`config.mk`:
```
export PLATFORM = sky130hd
export DESIGN_NAME = gha_ram
export DESIGN_NICKNAME = d
export VERILOG_FILES = /design/src/rtl/gha_ram.sv
export SDC_FILE = /design/constraint.sdc
export NUM_CORES = 1
export LEC_CHECK = 0
export ABC_CLOCK_PERIOD_IN_PS = 4500
export BUFFER_PORTS_ARGS = -buffer_cell sky130_fd_sc_hd__buf_2
export CAP_MARGIN = 30
export CORE_MARGIN = 8
export CORE_UTILIZATION = 60
export CTS_CLUSTER_SIZE = 40
export DETAILED_ROUTE_END_ITERATION = 8
export GPL_ROUTABILITY_DRIVEN = 0
export PLACE_DENSITY = 0.76
export SLEW_MARGIN = 40
export SYNTH_ARGS = -nofsm -noshare
export SYNTH_HDL_FRONTEND = slang
export SYNTH_SLANG_ARGS = --single-unit
export TNS_END_PERCENT = 20
```
`constraint.sdc`:
```
create_clock -name clk -period 4.5 [get_ports clk]
set_input_delay 0 -clock clk [delete_from_list [all_inputs] [get_ports clk]]
set_output_delay 0 -clock clk [all_outputs]
set_load 0.1 [all_outputs]
```
`src/rtl/gha_ram.sv`:
```
// generic single-port-write, single-port-read ram with registered read data
// no dependencies; used for the generation store and the recycle stack

module gha_ram #(
	parameter int unsigned WIDTH = 8,
	parameter int unsigned DEPTH = 16
) (
	input  logic                     clk,
	input  logic                     we,
	input  logic [$clog2(DEPTH)-1:0] waddr,
	input  logic [WIDTH-1:0]         wdata,
	input  logic                     re,
	input  logic [$clog2(DEPTH)-1:0] raddr,
	output logic [WIDTH-1:0]         rdata
);

	logic [WIDTH-1:0] mem [DEPTH];

	always_ff @(posedge clk) begin
		if (we) begin
			mem[waddr] <= wdata;
		end
		// read data holds while re is low
		if (re) begin
			rdata <= mem[raddr];
		end
	end

endmodule

```
## Word level (Yosys, flattened, before mapping)

Memories as Yosys holds them, arrays and structs flattened. A register that Yosys moved wholly into a read port is not among the register bits.
Index checks and enable logic that the tools add are counted.

| word-level totals | value |
|---|---|
| output and inout bits | 8 |
| register bits | 0 |
| bits of input ports | 19 |
| bits in read-only memories | 0 |
| latch bits | 0 |
| memory bits (writable) | 128 |
| logic and storage cells | 3 |
| memories | 1 |

| cells by class | value |
|---|---|
| order comparisons | 0 |
| bitwise operators | 0 |
| div/mod/pow operators | 0 |
| reductions and logical operators | 0 |
| add/sub/neg operators | 0 |
| equality and inequality tests | 0 |
| mux-type cells | 2 |
| shift-type cells | 0 |
| multiply operators | 0 |

Memories:

| memory | depth | width | rd ports | clocked after memory_dff | write ports | RTL line | text |
|---|---|---|---|---|---|---|---|
| mem | 16 | 8 | 1 | 1 | 1 | 17 | `logic [WIDTH-1:0] mem [DEPTH];` |

Operators with widths:

| operator | count |
|---|---|
| two-way mux 1 bit | 2 |

## Logic depth before layout (Yosys ltp)

Gate-level depths: netlist of the first run.

| logic depth | value |
|---|---|
| word-level depth | 2 |
| depth in mapped cells | 5 |

## Worst setup path after synthesis of the first run

No wires, ideal clock.

| timing path | value |
|---|---|
| path type | input-to-reg |
| from | in waddr[2] |
| to | mem mem[0][0] (enable) |
| cell stages on the path | 2 |
| buffers on the path | 0 |
| slack | 3.007 ns |
| library setup time | 0.383 ns |
| arrival time | 1.110 ns |
| cells stage by stage | or3b_2 nor3_1 |

RTL lines:

| element | RTL line | text |
|---|---|---|
| start: declaration | 10 | `input logic [$clog2(DEPTH)-1:0] waddr,` |
| end: declaration | 17 |  |

Straight into the memory's write port.

## Final worst setup path of the first run

| timing path | value |
|---|---|
| from | in waddr[0] |
| to | mem mem[12][6] (enable) |

Straight into the memory's write port.

==> results.md, run 1 <==
- Status: finished, final reports clean
- Clock share of power: 0.441
- Grt ovf: 0
- Most common cell on crit path: dlygate4sd3_1
- Crit path time final: 1.67 ns
- Synth Net Count: 248
- Crit-path max FO: 8
- Die H: 109 um
- Largest family of logic cells by synthesized area: multiplexers
- Starting DRT DRC Count: 225
- Lkg Pwr: 0.00204 uW
- Worst setup SP type: primary input
- Arr. time, crit path: 1.82 ns
- CTS max path bufs: 2
- Largest net degree at the start of global routing: 33
- Clock sink count: 136
- Synth Cell Area: 5230 um2
- Max_slew headroom: 0.476
- Number of CTS-inserted buffers: 17
- EDFF count, synth: 136
- Worst-Margin Slew: 0.783 ns
- DR WL/cell: 24.5 um
- Vias post-DR: 2429
- First-pass GRT wire length: 14800 um
- Mux contribution to synthesized area: 0.148
- WP buf/inv: 3
- VDD IR max: 0.358 mV
- Compound-Gate Fraction of Synth Area: 0.0230
- Tcrit/Tclk final: 0.371
- Adder-Cell Fraction of Synth Area: 0
- Number of synthesized register bits: 136
- CP Capture Type: flip-flop
- CP max stage delay: 0.93 ns
- Top Ports: 27
- Fill cells: 498
- Die Area: 12000 um2
- Synth top cells by count: edfxtp_1, mux4_2, a22oi_1
- Post-Synth XOR/XNOR Area: 0
- Req. time, crit path: 4.65 ns
- Layout Skew: 0.00698 ns
- Die span in x: 109 um
- Reg power frac: 0.498
- Remaining antenna violation count after routing: 0
- Setup TNS: 0 ns
- Delay-heaviest family, CP: buffers and inverters
- Initial antenna violation count: 0
- RSZ-0062 raised after global routing: false
- Synth Flop Type: edfxtp_1
- # Post-CTS Setup Buffers: 0
- DR pass1 iterations: 4
- Clock root cell: clkbuf_8
- Synth Area per Inst: 22.8 um2
- Max Clk Rate: 0.599 GHz
- Synth-to-Final Area Change: 17.4%
- Unique masters post-synth: 18
- Clk_lat worst skew: 0.52 ns
- Initial core utilization: 0.608
- Layout cells sized above 1: 0.316
- Most frequent cell after synthesis: edfxtp_1
- Max Slew Vio Count: 0
- Min-Delay Path Class: in -> reg
- Rows: 34
- Hpwl dp: 5720 um
- Int Pwr: 2260 uW
- Sw Ratio: 0.214
- DRC Markers: 0
- Synth Area in Simple Gates: 0.0314
- Diode count: 0
- PortBufs: 26
- Area share of the largest cell type after synthesis: 0.781
- Final hold vios: 0
- Max-cap viol count: 0
- Async set-reset flop share out of synthesis: 0
- Crit path kind: in -> reg
- PwrDens: 469 nW/um2
- Min Hold Slack: 0.0800 ns
- Combinational power share: 0.061
- Critical-path top delay cell: dlygate4sd3_1
- TritonCTS clock tree: done
- WL final: 9780 um
- Net switching power: 617 uW
- Top post-synthesis cells by area: edfxtp_1, mux4_2, mux4_1
- Vias in the first global route: 2525
- Post-synthesis sequential area ratio: 0.781
- Yosys warning total: 0
- Critical Path, Cell by Cell: dlygate4sd3_1 > buf_2 > nor3_4 > dlygate4sd3_1
- Area leader, netlist: edfxtp_1
- Cells after Synth: 229
- Nets: 297
- Post-cts resize count: 0
- CORE AREA: 8590 um2
- CTS H-tree depth: 4
- Total GRT Usage: 0.179
- Via density: 6.09
- Setup violators final: 0
- Clock transition at the registers of the reported paths: 0.06 ns
## final timing paths
kind,from,to,slack (ns),cells after the start
setup reg to reg,mem[1][1]$_DFFE_PP_,rdata[1]$_DFFE_PP_,3.00,3
hold reg to reg,mem[14][0]$_DFFE_PP_,rdata[0]$_DFFE_PP_,0.75,3
setup / recovery,waddr[0],mem[12][6]$_DFFE_PP_,2.83,4
hold / removal,waddr[2],mem[1][4]$_DFFE_PP_,0.08,3
## placed cells by master, fill, tap and decap left out, drive strengths merged
cell         count
nand3b           2
nand3            1
dlygate4sd3     11
or3b             1
nor3             4
buf             29
nand2            9
a22oi           16
mux4            32
nand2b           2
clkbuf          18
clkinv           8
bufinv           2
and2b            1
nor2            13
nor2b            1
clkinvlp         4
and2             1
edfxtp         136
## flip-flops by register name, summed over array words and instances (netlist names)
register	count
mem	128
rdata	8
## final cells by class
class / count / area, um2 / share of cell area
clock inverters: 14 / 134 / 0.0218
multi-input cells: 83 / 1100 / 0.179
flip-flops and latches: 136 / 4080 / 0.666
well taps: 108 / 135 / 0.0220
clock buffers: 18 / 418 / 0.0681
repair buffers: 40 / 265 / 0.0432
## cells by family (layout without fill, tap and decap cells)
family / after synthesis / after routing
and+or+nand+nor: 35 / 35
muxes: 32 / 32
buffers and inverters: 10 / 72
DFF: 136 / 136
AOI/OAI and AO/OA: 16 / 16
## worst register-to-register path, cell delays in order, from the launching register on
cell	delay, ns
edfxtp_1	0.37
mux4_1	0.51
a22oi_1	0.28
nand2_1	0.09
## per-layer routing
metal	vias to the layer above	wire, um	GRT usage
li1	1081	-	-
met1	1229	4050	0.242
met2	111	4770	0.268
met3	8	880	0.0668
met4	0	88	0.0569
met5	-	0	0
## per-stage QoR
step | total power [uW] | setup WS [ns] | cell area [um2] | util | cells
detailed placement | 1630 | 2.69 | 5460 | 0.635 | 356
global route | 2970 | 2.81 | 6130 | 0.714 | 399
CTS | 2900 | 2.87 | 6120 | 0.712 | 399
floorplan | 1580 | 3.01 | 5230 | - | 229
global placement | 1620 | 2.38 | 5430 | 0.632 | 356
finish | 2880 | 2.83 | 6130 | 0.714 | 399
## power groups by stage
stage	combinational (uW)	clock (uW)	sequential, uW
2_1_floorplan	72.0	0	1500
3_3_place_gp	163	0	1460
3_5_place_dp	168	0	1460
4_1_cts	176	1290	1440
5_1_grt	186	1340	1440
6_report	175	1270	1440
## timing repair
item                                    in CTS  in global routing
endpoints found under the hold margin      144                  0
hold buffers                                11                  0
endpoints found under the setup margin       0                  0
Note: power is estimated with default switching activity, not from simulation.
==> inputs of run 2 (changes only) <==
- ABC_AREA: default -> 1
- ABC_CLOCK_PERIOD_IN_PS: 4500 -> 1400
- CORE_UTILIZATION: 60 -> 55
- PLACE_DENSITY: 0.76 -> 0.73
- clock period: 4.5 -> 1.4 ns (I/O delays scaled with it)
==> results.md, run 2 <==
- Initial core utilization: 0.566 (-0.0420)
- Nets: 622 (+110%)
- RSZ-0062 raised after global routing: false
- Commonest non-fill, non-tap cells in the layout: nand2_1, edfxtp_1, inv_1
- Top flop regs: mem: 128 flops, rdata: 8 flops
- Area leader, netlist: edfxtp_1
- WP buf/inv: 1 (-2)
- Vias in the first global route: 3861 (+53%)
- Remaining antenna violation count after routing: 0 (unchanged)
- EDFF count, synth: 136 (unchanged)
- PwrDens: 1360 nW/um2 (+190%)
- Layout Skew: 0.00709 ns (+0.000108 ns)
- Total GRT Usage: 0.193 (+0.0134)
- CP Capture Type: primary output
- Final cell count without fillers: 752 (+88%)
- CTS H-tree depth: 4 (unchanged)
- DR pass1 iterations: 7 (+3)
- Clock sink count: 136 (unchanged)
- DRC Markers: 0 (unchanged)
- Commonest non-fill, non-tap cell in the layout: nand2_1
- Vias post-DR: 3972 (+64%)
- Sw Ratio: 0.245 (+0.0307)
- Top post-synthesis cells by area: edfxtp_1, nand2_1, nand3_1
- VDD IR max: 0.602 mV (+68%)
- Unique masters post-synth: 11 (-7)
- Critical Path, Cell by Cell: buf_2
- Largest register by flop count: mem
- Diode count: 0 (unchanged)
- Most frequent cell after synthesis: nand2_1
- Max Slew Vio Count: 0 (unchanged)
- Initial antenna violation count: 0 (unchanged)
- Number of CTS-inserted buffers: 17 (unchanged)
- Seq. cell area: 4080 um2 (unchanged)
- Crit-path max FO: 1 (-7)
- Lkg Pwr: 0.00292 uW (+43%)
- Hpwl dp: 7950 um (+39%)
- CTS max path bufs: 2 (unchanged)
- Clock transition at the registers of the reported paths: 0.06 ns (about the same)
- Pre-CTS WS: 0.134 ns (-2.56 ns)
- DR WL/cell: 17.3 um (-29%)
- # Post-CTS Setup Buffers: 0 (unchanged)
- Async set-reset flop share out of synthesis: 0 (unchanged)
- Top Ports: 27 (unchanged)
- Status: finished, final reports clean
- Rows: 37 (+8.8%)
- Min Hold Slack: 0.112 ns (+0.0323 ns)
- Cells after Synth: 551 (+140%)
- Number of synthesized register bits: 136 (unchanged)
- Critical-path top delay cell: buf_2
- Max_slew headroom: 0.577 (+0.101)
- Clock root cell: clkbuf_8
- Setup violators final: 0 (unchanged)
- Arr. time, crit path: 1.35 ns (-0.47 ns)
- Crit path time final: 1.35 ns
- Net switching power: 2260 uW (+270%)
- Die Area: 14200 um2 (+19%)
- Largest net degree at the start of global routing: 65 (+97%)
- Area share of the largest cell type after synthesis: 0.698 (-0.0828)
- Via density: 5.28 (-13%)
- Largest register FFs: 128 (unchanged)
- Req. time, crit path: 1.40 ns (-3.25 ns)
- Layout cells sized above 1: 0.127 (-0.190)
- Synth Cell Area: 5850 um2 (+12%)
- Starting DRT DRC Count: 491 (+120%)
- CP max stage delay: 0.45 ns (-0.48 ns)
- PnR worst setup slack: 0.0523 ns (-2.78 ns)
- Clk_lat worst skew: 0.52 ns (about the same)
- Reg power frac: 0.501 (+0.003)
- Synth Area per Inst: 10.6 um2 (-54%)
- Setup TNS: 0 ns (unchanged)
- Yosys warning total: 0 (unchanged)
- Crit path kind: reg -> out
- WL final: 13000 um (+33%)
- Clock share of power: 0.422 (-0.019)
- First-pass GRT wire length: 20700 um (+40%)
- Min-Delay Path Class: in -> reg
- Placed Cells: 710 (+99%)
- Final hold vios: 0 (unchanged)
- Combinational power share: 0.077 (+0.016)
- Area occupied by multi-input gates: 1210 um2 (+10%)
- Int Pwr: 6960 uW (+210%)
- Worst-Margin Slew: 0.634 ns (-0.149 ns)
- Max-cap viol count: 0 (unchanged)
- Grt ovf: 0 (unchanged)
- Worst setup SP type: flip-flop
- Post-synthesis sequential area ratio: 0.698 (-0.0828)
- Tcrit/Tclk final: 0.963
- Max Clk Rate: 0.742 GHz
- CORE AREA: 10300 um2 (+20%)
- Die H: 119 um (+8.9%)
- Synth Net Count: 570 (+130%)
- Synth-to-Final Area Change: 16.0%
- Delay-heaviest family, CP: buffers and inverters
- PortBufs: 26 (unchanged)
- Synth top cells by count: nand2_1, edfxtp_1, inv_1
- TritonCTS clock tree: done
- Synth Flop Type: edfxtp_1
- Die span in x: 119 um (+8.9%)
- Fill cells: 816 (+64%)
## run 2: metrics by stage
step,area (um2),util,total power (uW)
detailed placement,6160,0.597,5390
floorplan,5850,-,5160
finish,6790,0.657,9220
global route,6790,0.657,9520
CTS,6790,0.657,9260
global placement,6160,0.597,5370
## run 2: path summary, 6_finish.rpt
kind	cells past startpoint	slack (ns)	from	to
worst max-delay path	1	0.05	rdata[3]$_DFFE_PP_	rdata[3]
worst min-delay path	4	0.11	we	mem[0][5]$_DFFE_PP_
worst max register to register	6	0.23	mem[13][0]$_DFFE_PP_	rdata[0]$_DFFE_PP_
worst min register to register	6	0.76	mem[10][6]$_DFFE_PP_	rdata[6]$_DFFE_PP_
## run 2: area by class of cell
type	count	area share
multi-input cells	289	0.179
inverters	102	0.0564
clock inverters	12	0.0142
repair buffers	57	0.0609
clock buffers	20	0.0627
well taps	136	0.0251
flip-flops and latches	136	0.602
## run 2: logic make-up (layout without fill, tap and decap cells)
logic type / after synthesis / in the layout / share of synthesized area
buffers and inverters: 126 / 191 / 0.0939
flip-flops: 136 / 136 / 0.698
AND/OR/NAND/NOR: 289 / 289 / 0.208
## run 2: repair_timing
item,in CTS,in global routing
hold endpoints to repair,142,0
hold buffers,10,0
gates resized for setup,0,0
endpoints found under the setup margin,0,0
## run 2: power by group through the flow
stage	Combinational [uW]	Sequential [uW]	Clock (uW)
final	708	4620	3900
after global routing	770	4620	4130
after CTS	711	4620	3930
after detailed placement	687	4700	0
after global placement	668	4700	0
after floorplan	322	4840	0
## run 2: routing by layer
layer  track usage  part of all wire  up-vias
met5             0                 0        -
met2         0.302              0.49      200
li1              -                 -     1885
met3        0.0458             0.088       24
met1         0.250              0.40     1863
met4        0.0877             0.021        0
==> inputs of run 3 (changes only) <==
- ABC_AREA: 1 -> 0
- ABC_CLOCK_PERIOD_IN_PS: 1400 -> 1650
- CORE_UTILIZATION: 55 -> 60
- PLACE_DENSITY: 0.73 -> 0.76
- clock period: 1.4 -> 1.65 ns (I/O delays scaled with it)
==> results.md, run 3 (synthesized netlist as in run 1, its figures left out) <==
- Status: finished, final reports clean
- Vias post-DR: 2506 (-37%)
- CTS max path bufs: 2 (unchanged)
- Final hold vios: 0 (unchanged)
- Synth-to-Final Area Change: 20.4%
- Final cell count without fillers: 415 (-45%)
- RSZ-0062 raised after global routing: false
- Hpwl dp: 6230 um (-22%)
- Layout Skew: 0.00868 ns (+0.00159 ns)
- Critical path endpoint: rdata[5]$_DFFE_PP_
- WP buf/inv: 0 (-1)
- Clock transition at the registers of the reported paths: 0.06 ns (about the same)
- PortBufs: 26 (unchanged)
- Tcrit/Tclk final: 0.935
- Largest net degree at the start of global routing: 20 (-69%)
- VDD IR max: 0.998 mV (+66%)
- FF-to-FF End: rdata[5]$_DFFE_PP_
- Setup violators final: 0 (unchanged)
- DR pass1 iterations: 4 (-3)
- PwrDens: 1300 nW/um2 (-4.4%)
- CP Capture Type: flip-flop
- Delay-heaviest family, CP: multiplexers
- Commonest non-fill, non-tap cell in the layout: edfxtp_1
- Total GRT Usage: 0.183 (-0.00996)
- Grt ovf: 0 (unchanged)
- Top Ports: 27 (unchanged)
- TritonCTS clock tree: done
- Max Clk Rate: 0.648 GHz
- Critical-path top delay cell: mux4_1
- CP max stage delay: 0.52 ns (+0.07 ns)
- Die span in x: 109 um (-8.2%)
- Max-cap viol count: 0 (unchanged)
- Worst-Margin Slew: 0.497 ns (-0.138 ns)
- Vias in the first global route: 2640 (-32%)
- Largest register by flop count: mem
- Setup TNS: 0 ns (unchanged)
- Min-Delay Path Class: in -> reg
- Rows: 34 (-8.1%)
- Initial antenna violation count: 0 (unchanged)
- Top flop regs: mem: 128 flops, rdata: 8 flops
- Worst-case reg-to-reg path depth: 3 (-3)
- DR WL/cell: 24.0 um (+39%)
- Hold Crit Depth: 3 (-1)
- Via density: 6.04 (+14%)
- Remaining antenna violation count after routing: 0 (unchanged)
- Placed Cells: 375 (-47%)
- Initial core utilization: 0.608 (+0.0420)
- Commonest non-fill, non-tap cells in the layout: edfxtp_1, buf_2, buf_4
- Crit path time final: 1.54 ns
- Arr. time, crit path: 1.79 ns (+0.44 ns)
- Max_slew headroom: 0.671 (+0.0946)
- Req. time, crit path: 1.90 ns (+0.50 ns)
- Post-route design area: 6300 um2 (-7.2%)
- Diode count: 0 (unchanged)
- Lkg Pwr: 0.00216 uW (-26%)
- Clock root cell: clkbuf_8
- Nets: 314 (-50%)
- Worst r2r src: mem[1][5]$_DFFE_PP_
- Max Slew Vio Count: 0 (unchanged)
- Critical path depth: 3 (+2)
- CP Launch Point: mem[1][5]$_DFFE_PP_
- Die Area: 12000 um2 (-16%)
- Clk_lat worst skew: 0.52 ns (about the same)
- DRC Markers: 0 (unchanged)
- Worst setup SP type: flip-flop
- Die H: 109 um (-8.2%)
- Clock sink count: 136 (unchanged)
- CORE AREA: 8590 um2 (-17%)
- Worst reg2reg setup slack: 0.11 ns (-0.12 ns)
- Crit-path max FO: 1 (unchanged)
- CTS H-tree depth: 4 (unchanged)
- WL final: 9940 um (-24%)
- Starting DRT DRC Count: 220 (-55%)
- Number of CTS-inserted buffers: 17 (unchanged)
- Layout cells sized above 1: 0.309 (+0.183)
- Largest register FFs: 128 (unchanged)
- Critical Path, Cell by Cell: mux4_1 > a22oi_1 > nand2_1
- Crit path kind: reg -> reg
- First-pass GRT wire length: 15100 um (-27%)
- Placed Area: 5610 um2 (-9.0%)
==> run 3: area by class of cell <==
type / count / area (um2)
Fill cell: 467 / 2300
Timing Repair Buffer: 57 / 423
Clock buffer: 18 / 418
Multi-Input combinational cell: 83 / 1060
Clock inverter: 13 / 179
Sequential cell: 136 / 4080
Tap cell: 108 / 135
==> run 3: power by group <==
group | internal, uW | leakage (uW) | total [uW] | switching, uW
sequential | 3890 | 0.00124 | 3910 | 21.1
combinational | 174 | 0.000640 | 497 | 323
clock | 2430 | 0.000286 | 3770 | 1340
==> run 3: worst min path at each step <==
stage                   from                  end
floorplan           wdata[0]  mem[0][0]$_DFFE_PP_
global placement          re   rdata[7]$_DFFE_PP_
detailed placement        re   rdata[7]$_DFFE_PP_
CTS                 waddr[0]  mem[4][3]$_DFFE_PP_
global route        waddr[0]  mem[4][4]$_DFFE_PP_
finish              waddr[0]  mem[4][3]$_DFFE_PP_
==> run 3: repair_timing <==
| item | CTS | global route |
|---|---|---|
| buffers inserted | 0 | 0 |
| hold buffers | 9 | 0 |
| resized for setup | 0 | 0 |
| endpoints found under the hold margin | 136 | 0 |
==> run 3: per-layer routing <==
layer | global-route usage | vias up | routed length [um]
li1 | - | 1112 | -
met1 | 0.245 | 1272 | 3970
met2 | 0.280 | 118 | 5080
met3 | 0.0492 | 4 | 834
met4 | 0.0771 | 0 | 60
met5 | 0 | - | 0
==> run 3: worst reg2reg max path, delay by kind of cell (launching register included) <==
family,cells,cell delay [ns]
muxes,1,0.52
DFF,1,0.35
AOI/OAI and AO/OA,1,0.27
and+or+nand+nor,1,0.14
==> run 3: metrics by stage <==
| stage | utilization | hold slack [ns] | power (uW) | worst slack, ns |
|---|---|---|---|---|
| floorplan | - | 0.0989 | 4300 | 0.157 |
| finish | 0.733 | 0.0463 | 8180 | 0.107 |
| CTS | 0.733 | 0.0184 | 8240 | 0.101 |
| global placement | 0.653 | 0.382 | 4450 | 0.0611 |
| detailed placement | 0.653 | 0.387 | 4470 | 0.0457 |
| global route | 0.733 | 0.0365 | 8420 | 0.0627 |
